==> src/hdl/lsr_pkg.sv <==
// Shared constants for the linear ADSR envelope unit.
// Holds command codes, register indexes and fixed field widths.
// No dependencies.
`timescale 1ns / 1ps

package lsr_pkg;

  // Fixed field widths.
  localparam int LEN_W   = 24;
  localparam int SUS_W   = 16;
  localparam int STEP_W  = 13;
  localparam int CMD_W   = 2;
  localparam int LEVEL_W = 16;
  localparam int CFG_AW  = 2;
  localparam int CFG_DW  = 24;

  // Command codes.
  localparam logic [CMD_W-1:0] CMD_NOTE_ON  = 2'd0;
  localparam logic [CMD_W-1:0] CMD_NOTE_OFF = 2'd1;
  localparam logic [CMD_W-1:0] CMD_ADVANCE  = 2'd2;

  // Register indexes.
  localparam logic [CFG_AW-1:0] REG_ATTACK  = 2'd0;
  localparam logic [CFG_AW-1:0] REG_DECAY   = 2'd1;
  localparam logic [CFG_AW-1:0] REG_SUSTAIN = 2'd2;
  localparam logic [CFG_AW-1:0] REG_RELEASE = 2'd3;

  // Reset value of the sustain register.
  localparam logic [SUS_W-1:0] SUSTAIN_RESET = 16'd32768;

endpackage

==> src/hdl/linear_adsr_envelope_unit.sv <==
// Top level of the linear ADSR envelope unit: registers, sequencer, output stage.
// Depends on lsr_pkg and lsr_muldiv.
`timescale 1ns / 1ps

// Linear ADSR envelope for one voice. Note on and note off transactions
// reset the sample count and return a zero result. An advance transaction
// that lands inside the attack, decay or release ramp runs the shared
// multiply-divide unit, one quotient bit per cycle; an advance in sustain
// or past the end of release does not use it. The input is stalled while a
// transaction is being worked; a finished result sits in the output
// register, so the next transaction can be taken while it waits.
// Configuration writes take effect at once and are meant for idle periods.
module linear_adsr_envelope_unit #(
  parameter int COUNT_BITS      = 24,
  parameter int LEVEL_FRAC_BITS = 15
) (
  input  logic                         clk,
  input  logic                         rst,
  input  logic                         in_valid,
  output logic                         in_stall,
  input  logic [lsr_pkg::CMD_W-1:0]    cmd,
  input  logic [lsr_pkg::STEP_W-1:0]   step,
  output logic                         out_valid,
  input  logic                         out_stall,
  output logic [lsr_pkg::LEVEL_W-1:0]  level,
  output logic                         done_res,
  input  logic                         cfg_wen,
  input  logic [lsr_pkg::CFG_AW-1:0]   cfg_index,
  input  logic [lsr_pkg::CFG_DW-1:0]   cfg_data
);

  localparam int LEN_W = lsr_pkg::LEN_W;
  localparam int LW    = LEVEL_FRAC_BITS + 1;
  localparam int EW    = ((COUNT_BITS > LEN_W) ? COUNT_BITS : LEN_W) + 1;
  localparam int SW    = ((COUNT_BITS > lsr_pkg::STEP_W) ? COUNT_BITS : lsr_pkg::STEP_W) + 1;
  localparam logic [LW-1:0] FULL = LW'(1) << LEVEL_FRAC_BITS;

  localparam logic [1:0] S_IDLE = 2'd0;
  localparam logic [1:0] S_EVAL = 2'd1;
  localparam logic [1:0] S_WAIT = 2'd2;
  localparam logic [1:0] S_OUT  = 2'd3;

  localparam logic [1:0] SEG_ATTACK  = 2'd0;
  localparam logic [1:0] SEG_DECAY   = 2'd1;
  localparam logic [1:0] SEG_RELEASE = 2'd2;

  // Configuration registers.
  logic [LEN_W-1:0]         attack_len;
  logic [LEN_W-1:0]         decay_len;
  logic [lsr_pkg::SUS_W-1:0] sustain_level;
  logic [LEN_W-1:0]         release_len;

  // Envelope state and sequencer.
  logic [1:0]               state;
  logic [COUNT_BITS-1:0]    sample_count;
  logic                     gate_on;
  logic [LW-1:0]            held_level;
  logic [lsr_pkg::CMD_W-1:0]  cmd_q;
  logic [lsr_pkg::STEP_W-1:0] step_q;
  logic [1:0]               seg;
  logic [LW-1:0]            res_level;
  logic                     res_done;

  // Shared unit hookup.
  logic                     div_start;
  logic [LEN_W-1:0]         div_m;
  logic [LW-1:0]            div_x;
  logic [LEN_W-1:0]         div_d;
  logic                     div_done;
  logic [LW-1:0]            div_q;

  // Evaluation terms.
  logic [LW-1:0]            sus_c;
  logic [EW-1:0]            c_e;
  logic [EW-1:0]            ca_diff;
  logic                     in_attack;
  logic                     in_decay;
  logic                     in_release;
  logic                     need_div;
  logic [1:0]               seg_next;
  logic [SW-1:0]            count_sum;
  logic [COUNT_BITS-1:0]    count_next;
  logic [LW-1:0]            div_level;
  logic                     slot_free;
  logic [31:0]              level_wide;

  // Sustain clamped to full scale.
  assign sus_c = (32'(sustain_level) > 32'(FULL)) ? FULL : LW'(sustain_level);

  // Segment decision at the current count.
  assign c_e        = EW'(sample_count);
  assign ca_diff    = c_e - EW'(attack_len);
  assign in_attack  = c_e < EW'(attack_len);
  assign in_decay   = ca_diff < EW'(decay_len);
  assign in_release = c_e < EW'(release_len);

  // Operand selection for the shared unit.
  always_comb begin
    need_div = 1'b0;
    seg_next = SEG_ATTACK;
    div_m    = c_e[LEN_W-1:0];
    div_x    = FULL;
    div_d    = attack_len;
    if (gate_on) begin
      if (in_attack) begin
        need_div = 1'b1;
        div_x    = (decay_len == '0) ? sus_c : FULL;
      end else if (in_decay) begin
        need_div = 1'b1;
        seg_next = SEG_DECAY;
        div_m    = ca_diff[LEN_W-1:0];
        div_x    = FULL - sus_c;
        div_d    = decay_len;
      end
    end else if (in_release) begin
      need_div = 1'b1;
      seg_next = SEG_RELEASE;
      div_x    = held_level;
      div_d    = release_len;
    end
  end

  assign div_start = (state == S_EVAL) && (cmd_q == lsr_pkg::CMD_ADVANCE) && need_div;

  // Saturating count advance.
  assign count_sum  = SW'(sample_count) + SW'(step_q);
  assign count_next = (|count_sum[SW-1:COUNT_BITS]) ? '1 : count_sum[COUNT_BITS-1:0];

  // Final level from the quotient.
  always_comb begin
    case (seg)
      SEG_ATTACK:  div_level = div_q;
      SEG_DECAY:   div_level = FULL - div_q;
      SEG_RELEASE: div_level = held_level - div_q;
      default:     div_level = '0;
    endcase
  end

  assign slot_free = !out_valid || !out_stall;
  assign in_stall  = (state != S_IDLE);

  lsr_muldiv #(
    .MW(LEN_W),
    .QW(LW)
  ) u_muldiv (
    .clk     (clk),
    .rst     (rst),
    .start   (div_start),
    .mcand   (div_m),
    .mplier  (div_x),
    .divisor (div_d),
    .done    (div_done),
    .quot    (div_q)
  );

  // Configuration writes.
  always_ff @(posedge clk) begin
    if (rst) begin
      attack_len    <= '0;
      decay_len     <= '0;
      sustain_level <= lsr_pkg::SUSTAIN_RESET;
      release_len   <= '0;
    end else if (cfg_wen) begin
      case (cfg_index)
        lsr_pkg::REG_ATTACK:  attack_len    <= cfg_data[LEN_W-1:0];
        lsr_pkg::REG_DECAY:   decay_len     <= cfg_data[LEN_W-1:0];
        lsr_pkg::REG_SUSTAIN: sustain_level <= cfg_data[lsr_pkg::SUS_W-1:0];
        lsr_pkg::REG_RELEASE: release_len   <= cfg_data[LEN_W-1:0];
        default: ;
      endcase
    end
  end

  // Sequencer and envelope state.
  always_ff @(posedge clk) begin
    if (rst) begin
      state        <= S_IDLE;
      sample_count <= '0;
      gate_on      <= 1'b0;
      held_level   <= '0;
    end else begin
      case (state)
        S_IDLE: begin
          if (in_valid) begin
            state <= S_EVAL;
          end
        end
        S_EVAL: begin
          case (cmd_q)
            lsr_pkg::CMD_NOTE_ON: begin
              sample_count <= '0;
              gate_on      <= 1'b1;
              state        <= S_OUT;
            end
            lsr_pkg::CMD_NOTE_OFF: begin
              sample_count <= '0;
              gate_on      <= 1'b0;
              state        <= S_OUT;
            end
            lsr_pkg::CMD_ADVANCE: begin
              sample_count <= count_next;
              if (need_div) begin
                state <= S_WAIT;
              end else begin
                if (gate_on) begin
                  held_level <= sus_c;
                end
                state <= S_OUT;
              end
            end
            default: begin
              state <= S_OUT;
            end
          endcase
        end
        S_WAIT: begin
          if (div_done) begin
            if (seg != SEG_RELEASE) begin
              held_level <= div_level;
            end
            state <= S_OUT;
          end
        end
        S_OUT: begin
          if (slot_free) begin
            state <= S_IDLE;
          end
        end
        default: begin
          state <= S_IDLE;
        end
      endcase
    end
  end

  // Transaction payload and result staging.
  always_ff @(posedge clk) begin
    if (state == S_IDLE && in_valid) begin
      cmd_q  <= cmd;
      step_q <= step;
    end
    if (state == S_EVAL) begin
      seg       <= seg_next;
      res_level <= '0;
      res_done  <= 1'b0;
      if (cmd_q == lsr_pkg::CMD_ADVANCE && !need_div) begin
        res_level <= gate_on ? sus_c : '0;
        res_done  <= !gate_on;
      end
    end
    if (state == S_WAIT && div_done) begin
      res_level <= div_level;
    end
  end

  // Output register.
  assign level_wide = {{(32 - LW){1'b0}}, res_level};

  always_ff @(posedge clk) begin
    if (rst) begin
      out_valid <= 1'b0;
    end else if (state == S_OUT && slot_free) begin
      out_valid <= 1'b1;
    end else if (!out_stall) begin
      out_valid <= 1'b0;
    end
  end

  always_ff @(posedge clk) begin
    if (state == S_OUT && slot_free) begin
      level    <= level_wide[lsr_pkg::LEVEL_W-1:0];
      done_res <= res_done;
    end
  end

  // The shared unit only finishes while the sequencer waits for it.
  a_done_in_wait: assert property (@(posedge clk) disable iff (rst)
    div_done |-> (state == S_WAIT))
    else $error("divide result arrived outside the wait state");

  // An accepted transaction is evaluated in the next cycle.
  a_accept_eval: assert property (@(posedge clk) disable iff (rst)
    (in_valid && !in_stall) |=> (state == S_EVAL))
    else $error("accepted transaction was not evaluated");

  // A finished release always reports a zero level.
  a_done_zero: assert property (@(posedge clk) disable iff (rst)
    (out_valid && done_res) |-> (level == '0))
    else $error("done result with nonzero level");

endmodule

==> src/hdl/lsr_muldiv.sv <==
// Shared multiply-then-divide unit: quotient of (mcand * mplier) / divisor.
// One multiply step, then one restoring quotient bit per cycle.
// Uses lsr_pkg for nothing; widths come from parameters.
`timescale 1ns / 1ps

module lsr_muldiv #(
  parameter int MW = 24,
  parameter int QW = 16
) (
  input  logic          clk,
  input  logic          rst,
  input  logic          start,
  input  logic [MW-1:0] mcand,
  input  logic [QW-1:0] mplier,
  input  logic [MW-1:0] divisor,
  output logic          done,
  output logic [QW-1:0] quot
);

  // The caller guarantees mcand < divisor, so the quotient is no greater than mplier.
  localparam int PW   = MW + QW;
  localparam int CNTW = $clog2(QW);

  localparam logic [1:0] U_IDLE = 2'd0;
  localparam logic [1:0] U_MUL  = 2'd1;
  localparam logic [1:0] U_DIV  = 2'd2;

  logic [1:0]      state;
  logic [CNTW-1:0] cnt;
  logic [MW-1:0]   m_q;
  logic [QW-1:0]   x_q;
  logic [MW-1:0]   d_q;
  logic [MW-1:0]   rem;
  logic [QW-1:0]   low;

  logic [PW-1:0] product;
  logic [MW:0]   trial;
  logic [MW:0]   diff;
  logic          fits;

  // Product of the captured operands, registered into the divider.
  assign product = PW'(m_q) * PW'(x_q);

  // One restoring step: bring down the next bit and try the subtract.
  assign trial = {rem, low[QW-1]};
  assign diff  = trial - {1'b0, d_q};
  assign fits  = (trial >= {1'b0, d_q});

  // Sequencer and datapath registers.
  always_ff @(posedge clk) begin
    if (rst) begin
      state <= U_IDLE;
      cnt   <= '0;
      done  <= 1'b0;
    end else begin
      done <= 1'b0;
      case (state)
        U_IDLE: begin
          if (start) begin
            state <= U_MUL;
          end
        end
        U_MUL: begin
          cnt   <= '0;
          state <= U_DIV;
        end
        U_DIV: begin
          cnt <= cnt + 1'b1;
          if (cnt == CNTW'(QW - 1)) begin
            state <= U_IDLE;
            done  <= 1'b1;
          end
        end
        default: begin
          state <= U_IDLE;
        end
      endcase
    end
  end

  // Operand capture and the shifting remainder and quotient.
  always_ff @(posedge clk) begin
    if (state == U_IDLE && start) begin
      m_q <= mcand;
      x_q <= mplier;
      d_q <= divisor;
    end
    if (state == U_MUL) begin
      rem <= product[PW-1:QW];
      low <= product[QW-1:0];
    end else if (state == U_DIV) begin
      rem <= fits ? diff[MW-1:0] : trial[MW-1:0];
      low <= {low[QW-2:0], fits};
    end
  end

  assign quot = low;

endmodule

==> config.mk <==
export PLATFORM = sky130hd
export DESIGN_NAME = linear_adsr_envelope_unit
export DESIGN_NICKNAME = d
export VERILOG_FILES = /design/src/hdl/lsr_pkg.sv /design/src/hdl/linear_adsr_envelope_unit.sv /design/src/hdl/lsr_muldiv.sv
export SDC_FILE = /design/constraint.sdc
export NUM_CORES = 2
export LEC_CHECK = 0
export ABC_AREA = 1
export BUFFER_PORTS_ARGS = -buffer_cell sky130_fd_sc_hd__buf_4
export CORE_MARGIN = 8
export CORE_UTILIZATION = 45
export CTS_CLUSTER_SIZE = 40
export DETAILED_ROUTE_END_ITERATION = 8
export GPL_TIMING_DRIVEN = 0
export PLACE_DENSITY_LB_ADDON = 0.12
export SLEW_MARGIN = 20
export SYNTH_ARGS = -nofsm -noshare
export SYNTH_HDL_FRONTEND = slang
export SYNTH_SLANG_ARGS = --single-unit
==> constraint.sdc <==
create_clock -name clk -period 7.11 [get_ports clk]
set_input_delay 0.3555 -clock clk [delete_from_list [all_inputs] [get_ports clk]]
set_output_delay 0.3555 -clock clk [all_outputs]
set_load 0.02 [all_outputs]
==> impl_metrics.toml <==
[synth]
synth_area_leaders = "fa_1, edfxtp_1, nand2_1"
async_flop_share_pct = 0
syn_avg_cell_area_sq_um = 7.68
ys_seq_elements = 294
yosys_warnings = 0
synth_fp_nets = 4620
syn-instance-count = 4017
ys.flop_type = "edfxtp_1"
synth_edf_count = 155
ys_seq_area_share_pct = 24.1
yosysTopAreaCellShare_pct = 20.1
syn-cell-area_sq_um = 30800
yosys.area.top_type = "fa_1"
ys_types = 62

[die]
rows = 96
die_area_sq_um = 77200
start_util_pct = 45.2
coreArea_sq_um = 68200
ios = 65
die_x_um = 278
die_h_um = 278

[setup_path]
r2r_slack_ns = 0.27
crit_type = "flip-flop to flip-flop"
reg2reg_depth = 26
critPathSlowestCell = "fa_1"
worstPathRequired_ns = 7.43
cp.depth = 26
crit_fanout = 10
cp_num_buf_inv = 7
setup.worst_path.start = "u_muldiv.m_q[20]"
r2r-start = "u_muldiv.m_q[20]"
cp-start-kind = "flip-flop"
cp.arrival_ns = 7.16
end_kind = "flip-flop"
timing.rr.end = "u_muldiv.rem[22]"
critical_path.top_delay_family = "adder cells"
cp_slowest_stage_delay_ns = 0.55
critPathMostFrequentCell = "nand2_1"

[grt]
grt_use_total_pct = 26.4
grt_max_degree = 46
grt_use_met2_pct = 43.4
gr-total-overflow = 0
grt_pass1_vias = 26900
grt.met1_usage_pct = 35.7
grt_most_used_layer = "met2"
grt_use_met3_pct = 3.00
grt_antenna_before_repair = 2
grt_pass1_wl_um = 159000

[sta]
min_period_over_period_pct = 96.2
rsz0062_at_grt = "false"
fin_setup_tns_ns = 0
hold_viol_final = 0
slew_headroom_pct = 43.9
setup_violations = 0
max_freq_ghz = 0.146
hold-worst-slack_ns = 0.0538
maxSlewViolCount = 0
max_slew.worst_pin.slew_ns = 0.839
min_period_ns = 6.84
finClkSkew_ns = 0.0167

[clocking]
clk_pin_slew_ns = 0.07
tritoncts = "built"
htreeDepth = 1
clock_latency_ns = 0.59
cts_buffers = 31
clockRootBuffer = "clkbuf_16"
cts.path.max_buffers = 3
cts_sinks = 294

[layout]
fin_nets = 4751
areaGrowthSynthToFinish_pct = 10.5
drive_above_1_share_pct = 6.38

[placed_design]
numPortBuffers = 64
gp_congestion = 0.950
hpwl_um = 83900

[detailed_routing]
via_per_inst = 5.30
drc = 0
drt-total-wl_um = 102000
wire_per_inst_um = 20.3
drt_iter0_markers = 2092
vias = 26800
firstDrtPassIters = 6
antenna_left = 0

[min_path]
hold_path_class = "primary input to flip-flop"
hold_path_end = "sustain_level[15]"
worstHoldStart = "cfg_data[15]"
whs_path_depth = 3

[run]
drv_cap = 0

[outcome]
status = "finished, final reports clean"
-- metal layers --
layer  part of all wire, %  vias to the layer above
met5                 0.015                        -
met4                   4.0                        2
met3                   6.0                      178
met2                    46                      819
met1                    44                    12900
li1                      -                    12900
-- worst max path at each step --
stage	to
2_1_floorplan	u_muldiv.rem[8]
3_3_place_gp	u_muldiv.rem[22]
3_5_place_dp	u_muldiv.rem[8]
4_1_cts	u_muldiv.rem[12]
5_1_grt	u_muldiv.rem[22]
6_report	u_muldiv.rem[22]
-- synthesized netlist by cell type, types with 4 or more instances --
| master | count |
|---|---|
| o21bai_1 | 17 |
| xor2_1 | 54 |
| o41ai_1 | 5 |
| edfxtp_1 | 155 |
| nand3_2 | 6 |
| xnor2_1 | 43 |
| o21a_1 | 8 |
| nand2_1 | 903 |
| a21o_1 | 14 |
| dfxtp_1 | 139 |
| nor4_1 | 9 |
| o221ai_1 | 7 |
| o21ai_0 | 305 |
| nor3_1 | 30 |
| ha_1 | 247 |
| nand3b_1 | 4 |
| inv_1 | 817 |
| fa_1 | 310 |
| o21ai_1 | 31 |
| or2_2 | 5 |
| inv_2 | 4 |
| nor2_1 | 213 |
| a21boi_0 | 4 |
| clkbuf_1 | 141 |
| a31oi_1 | 10 |
| nand2_2 | 4 |
| nand3_1 | 93 |
| o211ai_1 | 10 |
| nand4_1 | 19 |
| a21oi_1 | 314 |
| o21ai_2 | 4 |
| buf_2 | 17 |
| o22ai_1 | 28 |
-- worst register-to-register path: stages, from the launching register on --
cell and delay, ns:
edfxtp_1 0.32, clkbuf_1 0.42, clkbuf_2 0.37, nand2_1 0.13
fa_1 0.52, inv_1 0.05, fa_1 0.47, inv_1 0.05
fa_1 0.50, inv_1 0.05, fa_1 0.50, fa_1 0.51
inv_1 0.06, fa_1 0.55, inv_1 0.06, ha_1 0.39
nand2_1 0.15, nor4_1 0.39, nand3_1 0.12, nand3_1 0.23
nand2_1 0.09, nand2_1 0.12, nand2_1 0.06, nand2_1 0.09
a21oi_1 0.06, o21ai_1 0.25, nand2_1 0.08
-- layout make-up --
cell class,count,area (sq um)
multi-input cells,2734,19700
plain buffers,140,642
inverters,825,3100
clock inverters,18,231
well taps,882,1100
diodes,1,2.50
flip-flops and latches,294,7440
clock buffers,39,826
fillers,6847,34200
repair buffers,122,1060
-- kinds of logic (layout without fill, tap and decap cells) --
group,Yosys count,in the layout,share of synthesized area [%]
AOI/OAI and AO/OA,782,782,13.8
buffers and inverters,989,1144,12.2
DFF,294,294,24.1
adders and majority gates,557,557,30.1
other,0,1,0
and+or+nand+nor,1298,1298,16.9
xor gates and xnor gates,97,97,2.75
-- sequential cells by signal, summed over array words and instances (netlist names), 24 cells and up --
| name | count |
|---|---|
| attack_len | 24 |
| decay_len | 24 |
| release_len | 24 |
| sample_count | 24 |
| u_muldiv.d_q | 24 |
| u_muldiv.m_q | 24 |
| u_muldiv.rem | 24 |
-- timing repair --
action	in CTS	in global routing
gates resized for setup	25	54
pin swaps	0	0
hold endpoints to repair	15	0
buffers inserted	4	36
endpoints found under the setup margin	14	14
hold buffers	15	0
-- layout by cell type, fill, tap and decap left out, types with 5 or more instances in the layout --
| cell type | count |
|---|---|
| o211ai_1 | 10 |
| o22ai_1 | 28 |
| clkbuf_1 | 74 |
| xnor2_1 | 43 |
| fa_1 | 310 |
| nand4_1 | 19 |
| o221ai_1 | 7 |
| nand3_2 | 6 |
| buf_12 | 7 |
| o21a_1 | 8 |
| a21o_1 | 14 |
| o21ai_1 | 32 |
| nand3_1 | 93 |
| clkbuf_16 | 31 |
| inv_1 | 817 |
| clkinv_1 | 6 |
| ha_1 | 246 |
| nor3_1 | 30 |
| o21ai_0 | 304 |
| o21bai_1 | 17 |
| nor4_1 | 9 |
| dlygate4sd3_1 | 15 |
| bufinv_16 | 5 |
| a21oi_1 | 312 |
| o41ai_1 | 5 |
| clkbuf_2 | 46 |
| nand2_1 | 903 |
| dfxtp_1 | 139 |
| buf_2 | 20 |
| nor2_1 | 213 |
| or2_2 | 5 |
| xor2_1 | 54 |
| edfxtp_1 | 155 |
| a31oi_1 | 10 |
| buf_4 | 98 |
-- through the flow --
| step | utilization, % | setup slack (ns) | instance area [sq um] | instances |
|---|---|---|---|---|
| 2_1_floorplan | - | 1.08 | 30800 | 4017 |
| 5_1_grt | 49.9 | 0.0162 | 34100 | 5054 |
| 3_3_place_gp | 47.5 | -0.400 | 32400 | 4963 |
| 3_5_place_dp | 47.6 | -0.392 | 32500 | 4966 |
| 6_report | 49.9 | 0.271 | 34100 | 5055 |
| 4_1_cts | 49.5 | 0.00742 | 33800 | 5035 |
Power is not shown: default switching activity piles up to over one toggle a cycle in this logic, so the estimate is an artifact.
